<file path="src/rtl/prwrd_pkg.sv">
// prwrd_pkg: shared widths, operation and action codes, register indexes,
// the rule entry layout and the controller/datapath command and status structs.
// Depends on nothing; every other file of the detector but prwrd_ram imports it.
`default_nettype none

package prwrd_pkg;

   // field widths
   localparam int OP_W     = 2;
   localparam int RULE_W   = 10;
   localparam int BCNT_W   = 16;
   localparam int PCNT_W   = 8;
   localparam int TIME_W   = 32;
   localparam int LIMIT_W  = 40;
   localparam int ACT_W    = 2;
   localparam int COUNT_W  = 11;
   localparam int BYTES_W  = 48;
   localparam int PKTS_W   = 32;

   // configuration port
   localparam int CSR_IDX_W  = 2;
   localparam int CSR_DATA_W = 20;
   localparam int WIN_W      = 16;
   localparam int DELAY_W    = 20;
   localparam int THR_W      = 16;
   localparam int THR_FRAC   = 10;

   localparam logic [CSR_IDX_W-1:0] CSR_WINDOW = 2'd0;
   localparam logic [CSR_IDX_W-1:0] CSR_DELAY  = 2'd1;
   localparam logic [CSR_IDX_W-1:0] CSR_THRESH = 2'd2;

   localparam logic [WIN_W-1:0]   WIN_RESET    = 16'd1;
   localparam logic [DELAY_W-1:0] DELAY_RESET  = 20'd60;
   localparam logic [THR_W-1:0]   THRESH_RESET = 16'd819;

   // operation codes
   localparam logic [OP_W-1:0] OP_UPDATE = 2'd0;
   localparam logic [OP_W-1:0] OP_EVAL   = 2'd1;
   localparam logic [OP_W-1:0] OP_LOAD   = 2'd2;
   localparam logic [OP_W-1:0] OP_NOP    = 2'd3;

   // action codes
   localparam logic [ACT_W-1:0] ACT_NONE = 2'd0;
   localparam logic [ACT_W-1:0] ACT_NEW  = 2'd1;
   localparam logic [ACT_W-1:0] ACT_DEL  = 2'd2;

   localparam logic [COUNT_W-1:0] COUNT_MAX = '1;

   // rate divider: bytes / window, a few quotient bits per cycle
   localparam int DIV_RADIX_BITS = 4;
   localparam int DIV_STEPS      = BYTES_W / DIV_RADIX_BITS;
   localparam int DIV_CNT_W      = $clog2(DIV_STEPS);

   // rate scale: rate * 800 built from shifts
   localparam int LHS_W  = BYTES_W + 10;
   localparam int PROD_W = LIMIT_W + THR_W;

   typedef struct packed {
      logic [LIMIT_W-1:0] limit;
      logic [BYTES_W-1:0] bytes;
      logic [PKTS_W-1:0]  pkts;
      logic [TIME_W-1:0]  wstart;
      logic [TIME_W-1:0]  last;
      logic [TIME_W-1:0]  rep;
      logic               active;
   } entry_type;

   localparam int ENTRY_W = $bits(entry_type);

   typedef struct packed {
      logic clear_step;
      logic accept;
      logic capture;
      logic div_step;
      logic compare;
      logic commit;
   } cmd_type;

   typedef struct packed {
      logic clear_last;
      logic is_eval;
   } sts_type;

endpackage

`default_nettype wire

</file>
<file path="src/rtl/prwrd_ctrl.sv">
// prwrd_ctrl: sequencer of the detector; clearing pass, fetch, divider
// iterations, compare and commit, plus the channel valid/ready flags.
// Depends on prwrd_pkg.
`default_nettype none

module prwrd_ctrl (
   input  logic               clock,
   input  logic               reset,
   input  logic               req_valid,
   output logic               req_ready,
   output logic               rsp_valid,
   input  logic               rsp_ready,
   output prwrd_pkg::cmd_type cmd,
   input  prwrd_pkg::sts_type sts
);
   import prwrd_pkg::*;

   localparam logic [2:0] S_CLEAR  = 3'd0;
   localparam logic [2:0] S_IDLE   = 3'd1;
   localparam logic [2:0] S_FETCH  = 3'd2;
   localparam logic [2:0] S_DIV    = 3'd3;
   localparam logic [2:0] S_CMP    = 3'd4;
   localparam logic [2:0] S_FINISH = 3'd5;

   logic [2:0]           state_ff, state_in;
   logic [DIV_CNT_W-1:0] div_cnt_ff, div_cnt_in;
   logic                 rsp_valid_ff, rsp_valid_in;

   // next state and commands
   always_comb begin
      cmd        = '0;
      state_in   = state_ff;
      div_cnt_in = div_cnt_ff;
      unique case (state_ff)
         S_CLEAR: begin
            cmd.clear_step = 1'b1;
            if (sts.clear_last) begin
               state_in = S_IDLE;
            end
         end
         S_IDLE: begin
            if (req_valid) begin
               cmd.accept = 1'b1;
               state_in   = S_FETCH;
            end
         end
         S_FETCH: begin
            cmd.capture = 1'b1;
            div_cnt_in  = '0;
            state_in    = sts.is_eval ? S_DIV : S_FINISH;
         end
         S_DIV: begin
            cmd.div_step = 1'b1;
            if (div_cnt_ff == DIV_CNT_W'(DIV_STEPS - 1)) begin
               state_in = S_CMP;
            end else begin
               div_cnt_in = div_cnt_ff + 1'b1;
            end
         end
         S_CMP: begin
            cmd.compare = 1'b1;
            state_in    = S_FINISH;
         end
         S_FINISH: begin
            if (!rsp_valid_ff || rsp_ready) begin
               cmd.commit = 1'b1;
               state_in   = S_IDLE;
            end
         end
         default: begin
            state_in = S_IDLE;
         end
      endcase
   end

   // output slot occupancy
   always_comb begin
      rsp_valid_in = rsp_valid_ff;
      if (cmd.commit) begin
         rsp_valid_in = 1'b1;
      end else if (rsp_ready) begin
         rsp_valid_in = 1'b0;
      end
   end

   always_ff @(posedge clock) begin
      if (reset) begin
         state_ff     <= S_CLEAR;
         div_cnt_ff   <= '0;
         rsp_valid_ff <= 1'b0;
      end else begin
         state_ff     <= state_in;
         div_cnt_ff   <= div_cnt_in;
         rsp_valid_ff <= rsp_valid_in;
      end
   end

   assign req_ready = (state_ff == S_IDLE);
   assign rsp_valid = rsp_valid_ff;

endmodule

`default_nettype wire

</file>
<file path="config.mk">
export PLATFORM = sky130hd
export DESIGN_NAME = prwrd_ctrl
export DESIGN_NICKNAME = d
export VERILOG_FILES = /design/src/rtl/prwrd_pkg.sv /design/src/rtl/prwrd_ctrl.sv
export SDC_FILE = /design/constraint.sdc
export NUM_CORES = 1
export LEC_CHECK = 0
export BUFFER_PORTS_ARGS = -buffer_cell sky130_fd_sc_hd__buf_2
export CAP_MARGIN = 20
export CORE_AREA = 3 3 40 42
export CTS_BUF_LIST = sky130_fd_sc_hd__clkbuf_4 sky130_fd_sc_hd__clkbuf_8
export DETAILED_ROUTE_END_ITERATION = 12
export DIE_AREA = 0 0 43 45
export GPL_TIMING_DRIVEN = 0
export PLACE_DENSITY = 0.68
export SYNTH_ARGS = -nofsm -noshare
export SYNTH_HDL_FRONTEND = slang
export SYNTH_SLANG_ARGS = --single-unit
</file>
<file path="constraint.sdc">
create_clock -name clock -period 3.6 [get_ports clock]
set_clock_uncertainty 0.2 [all_clocks]
set_input_delay 0.18 -clock clock [delete_from_list [all_inputs] [get_ports clock]]
set_output_delay 0.18 -clock clock [all_outputs]
set_load 0.02 [all_outputs]
</file>
==> impl_metrics.py, run 1 <==
metrics = {
    "outcome": {
        "status": "completed",
    },
    "sta": {
        "maxSlewHeadroom": 0.7645,
        "max_freq_mhz": 547.4,
        "slew_violations": 0,
        "setup_viol": 0,
        "worstMarginPinSlew_ns": 0.3532,
        "finalCritPeriodShare": 0.5075,
        "rsz0062_at_grt": "no",
        "timing.setup.tns_ns": 0,
        "hold_viol": 0,
        "post-route-min-period_ns": 1.827,
    },
    "min_path": {
        "min_to": "rsp_valid$_SDFFE_PP0P_",
        "hold_path_depth": 3,
        "hold_path.class": "in -> reg",
        "hold_start": "rsp_ready",
    },
    "logic_synthesis": {
        "synth_top_area_frac": 0.3192,
        "synth_seq_cells": 8,
        "synth_area_leaders": "dfxtp_1 32%, a21oi_1 6.0%, nand3b_1 6.0%",
        "yosysWarnings": 0,
        "mappedNetlistNets": 66,
        "netlist_instances": 59,
        "syn_avg_cell_area_sq_um": 8.504,
        "synth_cell_type_count": 33,
        "yosysTopAreaCell": "dfxtp_1",
        "ys_seq_area_frac": 0.3192,
        "syn-cell-area_sq_um": 501.7,
    },
    "setup_path": {
        "path_common_cell": "buf_2",
        "cp_data_arrival_time_ns": 1.45,
        "crit_fanout": 10,
        "cp.required_ns": 3.22,
        "endpoint_kind": "output pin",
        "reg2reg_from": "div_cnt_ff[0]$_SDFFE_PP0P_",
        "timing.rr.end": "state_ff[2]$_SDFFE_PP0P_",
        "slowest_delay_ns": 0.42,
        "start_kind": "flop",
        "worstSetupPathType": "reg -> out",
        "rr_worst_depth": 4,
        "rrSetupSlack_ns": 2.07,
        "cpMaxStageDelayCell": "dfxtp_1",
        "cp_cell_sequence": "buf_2 -> nand3b_1 -> nor2b_1 -> buf_4 -> buf_2",
    },
    "layout": {
        "diodes": 0,
        "fin_util": 0.4693,
        "finalInstanceArea_sq_um": 603.1,
        "fin_nets": 83,
        "nFillCells": 134,
        "drive_above_1_share": 0.2973,
        "instances_no_fill": 89,
        "syn_to_final_growth_pct": 20.20,
    },
    "power": {
        "pwr-share-seq": 0.440,
        "switching_share": 0.3033,
        "cellPowerDensity_mw_per_mm2": 356.5,
        "finalPower_mw": 0.2150,
        "leakagePower_nw": 0.2599,
        "p_int_mw": 0.1498,
        "p_clk_frac": 0.343,
        "comb_power_share": 0.216,
        "ir_drop_v": 0.0002293,
        "netSwitchingPower_mw": 0.06520,
    },
    "flow_run": {
        "maxCapViolations": 0,
    },
    "clock_tree": {
        "cts_root_buf": "clkbuf_4",
        "cts_tree": "done",
        "cts_setup_buffers": 0,
        "insertion_delay_ns": 0.27,
        "numCtsBuffers": 3,
        "cts-resized-gates": 0,
        "clkSinkCount": 8,
        "cts_max_level": 1,
        "cts.path.max_buffers": 2,
        "clk_pin_slew_ns": 0.06,
        "cts_hold_buf": 0,
    },
    "grt": {
        "grt_max_degree": 11,
        "antenna_found_initial": 0,
        "grt_overflow_total": 0,
        "groute.usage.overall": 0.1270,
        "grt_pass1_wl_mm": 1.752,
        "grt_pass1_vias": 410,
    },
    "floorplan": {
        "ios": 14,
        "chipHeight_um": 45,
        "start_util": 0.3905,
        "core_area_sq_mm": 0.001285,
        "die_area_sq_mm": 0.001935,
        "row_count": 13,
        "die_width_um": 43,
    },
    "drt": {
        "wl_per_cell_um": 12.39,
        "dr.pass1.iters": 3,
        "drc": 0,
        "dr_total_vias": 480,
        "routed_wl_mm": 1.103,
        "drt_iter0_drc": 7,
        "ant_nets": 0,
        "via_per_inst": 5.393,
    },
    "placement": {
        "port_buffers": 12,
        "dp_cells": 86,
        "gp_congestion": 0.7456,
        "dp_hpwl_um": 802.6,
        "placement.cell_area_sq_um": 580.6,
    },
}
cells in the mapped netlist:
cell      number
and3_1         1
inv_1          2
dfxtp_1        8
nand3_1        1
and4b_1        1
nand2b_1       2
a211o_1        1
and4bb_2       1
ha_1           1
nor3_1         2
a311oi_1       1
buf_4          1
buf_1          1
mux2i_1        1
or3_1          1
o21ai_0        4
a21oi_2        1
a211oi_1       1
a31oi_1        1
a22oi_1        1
nor3b_1        1
a221o_1        1
and2b_1        1
nand3b_1       4
buf_2          2
a21oi_1        6
nor4bb_1       1
and3b_1        1
nor2b_1        2
buf_6          2
nand2_1        1
nor4_1         1
nor2_1         3
cells in the final DEF, fill, tap and decap left out, types with 3 or more instances in the layout:
master     n
clkbuf_4   3
nand3b_1   4
buf_2     14
dfxtp_1    8
o21ai_0    4
a21oi_1    6
nor2_1     3
power by group through the flow:
stage / combinational [mW] / sequential (mW) / clock [mW]
2_1_floorplan: 0.0344 / 0.0959 / 0
3_3_place_gp: 0.0463 / 0.0966 / 0
3_5_place_dp: 0.0465 / 0.0967 / 0
4_1_cts: 0.0467 / 0.0946 / 0.0747
5_1_grt: 0.0509 / 0.0952 / 0.0780
6_report: 0.0465 / 0.0947 / 0.0738
critical path: cells and delay by family, from the launching register on:
kind          cells  cell delay (ns)
buf+inv           3             0.49
flops             1             0.42
simple gates      2             0.27
worst max path at each step:
stage | from | endpoint | slack (ns) | depth (start not counted)
final | state_ff[0]$_SDFFE_PP0P_ | cmd[0] | 1.77 | 5
after global routing | state_ff[0]$_SDFFE_PP0P_ | cmd[0] | 1.67 | 5
after CTS | state_ff[0]$_SDFFE_PP0P_ | cmd[0] | 1.80 | 5
after detailed placement | state_ff[0]$_SDFFE_PP0P_ | cmd[0] | 2.08 | 5
after global placement | div_cnt_ff[0]$_SDFFE_PP0P_ | state_ff[2]$_SDFFE_PP0P_ | 2.08 | 4
after floorplan | state_ff[0]$_SDFFE_PP0P_ | req_ready | 2.11 | 2
metrics by stage:
stage               worst slack, ns  hold WS [ns]
global placement              2.080        0.2812
floorplan                     2.108        0.2002
detailed placement            2.083        0.2909
finish                        1.773       0.03223
global route                  1.674       0.08331
CTS                           1.796       0.03912
kinds of logic after synthesis:
| kind of cell | Yosys count | synth area share |
|---|---|---|
| and+or+nand+nor | 24 | 0.3192 |
| AOI/OAI and AO/OA | 17 | 0.2145 |
| buffers and inverters | 8 | 0.1022 |
| DFF | 8 | 0.3192 |
| muxes | 1 | 0.01995 |
| adders and majority gates | 1 | 0.02493 |
routing by layer:
metal | track usage | part of all wire
met5 | 0 | 0
met1 | 0.1606 | 0.50
met2 | 0.1826 | 0.42
met3 | 0.02789 | 0.046
met4 | 0.1084 | 0.034
sequential cells by signal, summed over array words and instances (netlist names):
| signal | count |
|---|---|
| div_cnt_ff | 4 |
| rsp_valid | 1 |
| state_ff | 3 |
layout make-up:
cell class / instances / area, sq um / area share
buffer: 6 / 43.79 / 0.07261
sequential: 8 / 160.2 / 0.2656
clock buffer: 3 / 22.52 / 0.03734
tap: 15 / 18.77 / 0.03112
multi-input combinational: 43 / 290.3 / 0.4813
timing repair buffer: 12 / 60.06 / 0.09959
inverter: 2 / 7.507 / 0.01245
(Power assumes the default switching activity.)
==> run 2: changes to the inputs <==
PLACE_DENSITY = 0.7   (was 0.68)
clock period = 1.5 ns   (was 3.6 ns; I/O delays follow)
==> impl_metrics.py, run 2 (synthesis results as in run 1) <==
metrics = {
    "power": {
        "cellPowerDensity_mw_per_mm2": 734.1,
        "leakagePower_nw": 0.3294,
        "ir_drop_v": 0.0003561,
    },
    "clock_tree": {
        "cts_max_level": 1,
        "clk_pin_slew_ns": 0.06,
        "cts_root_buf": "clkbuf_4",
        "insertion_delay_ns": 0.26,
        "numCtsBuffers": 3,
        "cts_tree": "done",
        "cts.path.max_buffers": 2,
        "clkSinkCount": 8,
    },
    "placement": {
        "dp_cells": 86,
        "place_ws_ns": -0.03799,
        "dp_hpwl_um": 835.8,
        "gp_congestion": 0.7045,
        "port_buffers": 12,
    },
    "floorplan": {
        "core_area_sq_mm": 0.001285,
        "die_area_sq_mm": 0.001935,
        "chipHeight_um": 45,
        "ios": 14,
        "die_width_um": 43,
        "start_util": 0.3905,
        "row_count": 13,
    },
    "setup_path": {
        "cp.required_ns": 1.22,
        "endpoint_kind": "output pin",
        "start_kind": "flop",
        "worstSetupPathType": "reg -> out",
        "crit_fanout": 6,
        "cp_data_arrival_time_ns": 1.23,
    },
    "sta": {
        "worstMarginPinSlew_ns": 0.4037,
        "slew_violations": 0,
        "rsz0062_at_grt": "yes",
        "max_freq_mhz": 665.2,
        "timing.setup.tns_ns": -0.003407,
        "finalCritPeriodShare": 1.002,
        "fin_ws_ns": -0.003407,
        "hold_viol": 0,
        "maxSlewHeadroom": 0.7309,
        "post-route-min-period_ns": 1.503,
        "setup_viol": 1,
    },
    "grt": {
        "grt_pass1_wl_mm": 2.311,
        "groute.usage.overall": 0.1642,
        "grt_overflow_total": 0,
        "grt_pass1_vias": 502,
        "grt_max_degree": 11,
        "antenna_found_initial": 0,
    },
    "flow_run": {
        "maxCapViolations": 0,
    },
    "drt": {
        "dr.pass1.iters": 4,
        "ant_nets": 0,
        "routed_wl_mm": 1.521,
        "dr_total_vias": 565,
        "wl_per_cell_um": 14.91,
        "drc": 0,
        "drt_iter0_drc": 12,
        "via_per_inst": 5.539,
    },
    "outcome": {
        "violations": "setup timing",
        "status": "finished with violations",
    },
    "layout": {
        "nFillCells": 117,
        "largest_register_ffs": 4,
        "regMostFlops": "div_cnt_ff",
        "instances_no_fill": 102,
        "layout_common_cells": "11 x buf_2, 9 x buf_4, 6 x buf_6, 6 x a21oi_1",
        "syn_to_final_growth_pct": 53.37,
        "drive_above_1_share": 0.4483,
        "diodes": 0,
        "fin_nets": 96,
        "final_common_cell": "buf_2",
    },
    "min_path": {
        "hold_path.class": "in -> reg",
    },
}
[run 2: changes by cell type in the layout (fill, tap and decap cells not counted), moves of 3 or more]
cell | before | now
buf_4 | 1 | 9
dfxtp_1 | 8 | 3
buf_6 | 2 | 6
dfxtp_2 | 0 | 4
buf_2 | 14 | 11
dlygate4sd3_1 | 0 | 3
[run 2: area by class of cell]
type                       count  area [sq um]  share of cell area
multi-input combinational     43         307.8              0.4000
timing repair buffer          25         187.7              0.2439
sequential                     8         168.9              0.2195
buffer                         6         56.30             0.07317
clock buffer                   3         22.52             0.02927
tap                           15         18.77             0.02439
inverter                       2         7.507            0.009756
[run 2: power by group]
part | internal, mW | switching [mW] | leakage, nW | total [mW]
Clock | 0.0921 | 0.0819 | 0.0138 | 0.174
Sequential | 0.221 | 0.00635 | 0.0674 | 0.228
Combinational | 0.0811 | 0.0819 | 0.248 | 0.163
Total | 0.395 | 0.170 | 0.329 | 0.565
[run 2: final timing paths]
| kind | start | end | slack (ns) | depth (start not counted) |
|---|---|---|---|---|
| worst min register to register | div_cnt_ff[0]$_SDFFE_PP0P_ | div_cnt_ff[0]$_SDFFE_PP0P_ | 0.30 | 1 |
| worst min-delay path | sts[1] | state_ff[0]$_SDFFE_PP0P_ | 0.02 | 3 |
| worst max register to register | state_ff[0]$_SDFFE_PP0P_ | state_ff[2]$_SDFFE_PP0P_ | 0.03 | 5 |
| worst max-delay path | state_ff[1]$_SDFFE_PP0P_ | cmd[0] | -0.003 | 5 |
[run 2: what timing repair did]
action / in CTS / in global routing
setup endpoints to repair: 3 / 9
buffers inserted: 3 / 6
resized for setup: 8 / 10
hold buffers: 3 / 0
hold endpoints to repair: 3 / 0
cloned: 0 / 1
pin swaps: 0 / 2
[run 2: per-layer routing]
layer / routed length [um] / GRT usage / up-vias / share of wire
li1: - / - / 275 / -
met2: 762 / 0.2455 / 21 / 0.50
met3: 56 / 0.03586 / 7 / 0.037
met5: 0 / 0 / - / 0
met1: 648 / 0.2053 / 262 / 0.43
met4: 54 / 0.1265 / 0 / 0.036
[run 2: stage by stage]
| step | total power [mW] | hold slack (ns) | instance area, sq um | util |
|---|---|---|---|---|
| finish | 0.5649 | 0.01919 | 769.5 | 0.5988 |
| global route | 0.5944 | 0.04741 | 769.5 | 0.5988 |
| CTS | 0.5248 | 0.01647 | 676.9 | 0.5268 |
| detailed placement | 0.3450 | 0.2076 | 580.6 | 0.4518 |
| global placement | 0.3434 | 0.1991 | 580.6 | 0.4518 |
| floorplan | 0.3127 | 0.09523 | 501.7 | - |
[run 2: worst max-delay path: stages (launching register included)]
cell	delay, ns
dfxtp_2	0.32
buf_6	0.13
nand3b_1	0.17
nor2b_1	0.13
buf_4	0.12
buf_6	0.10
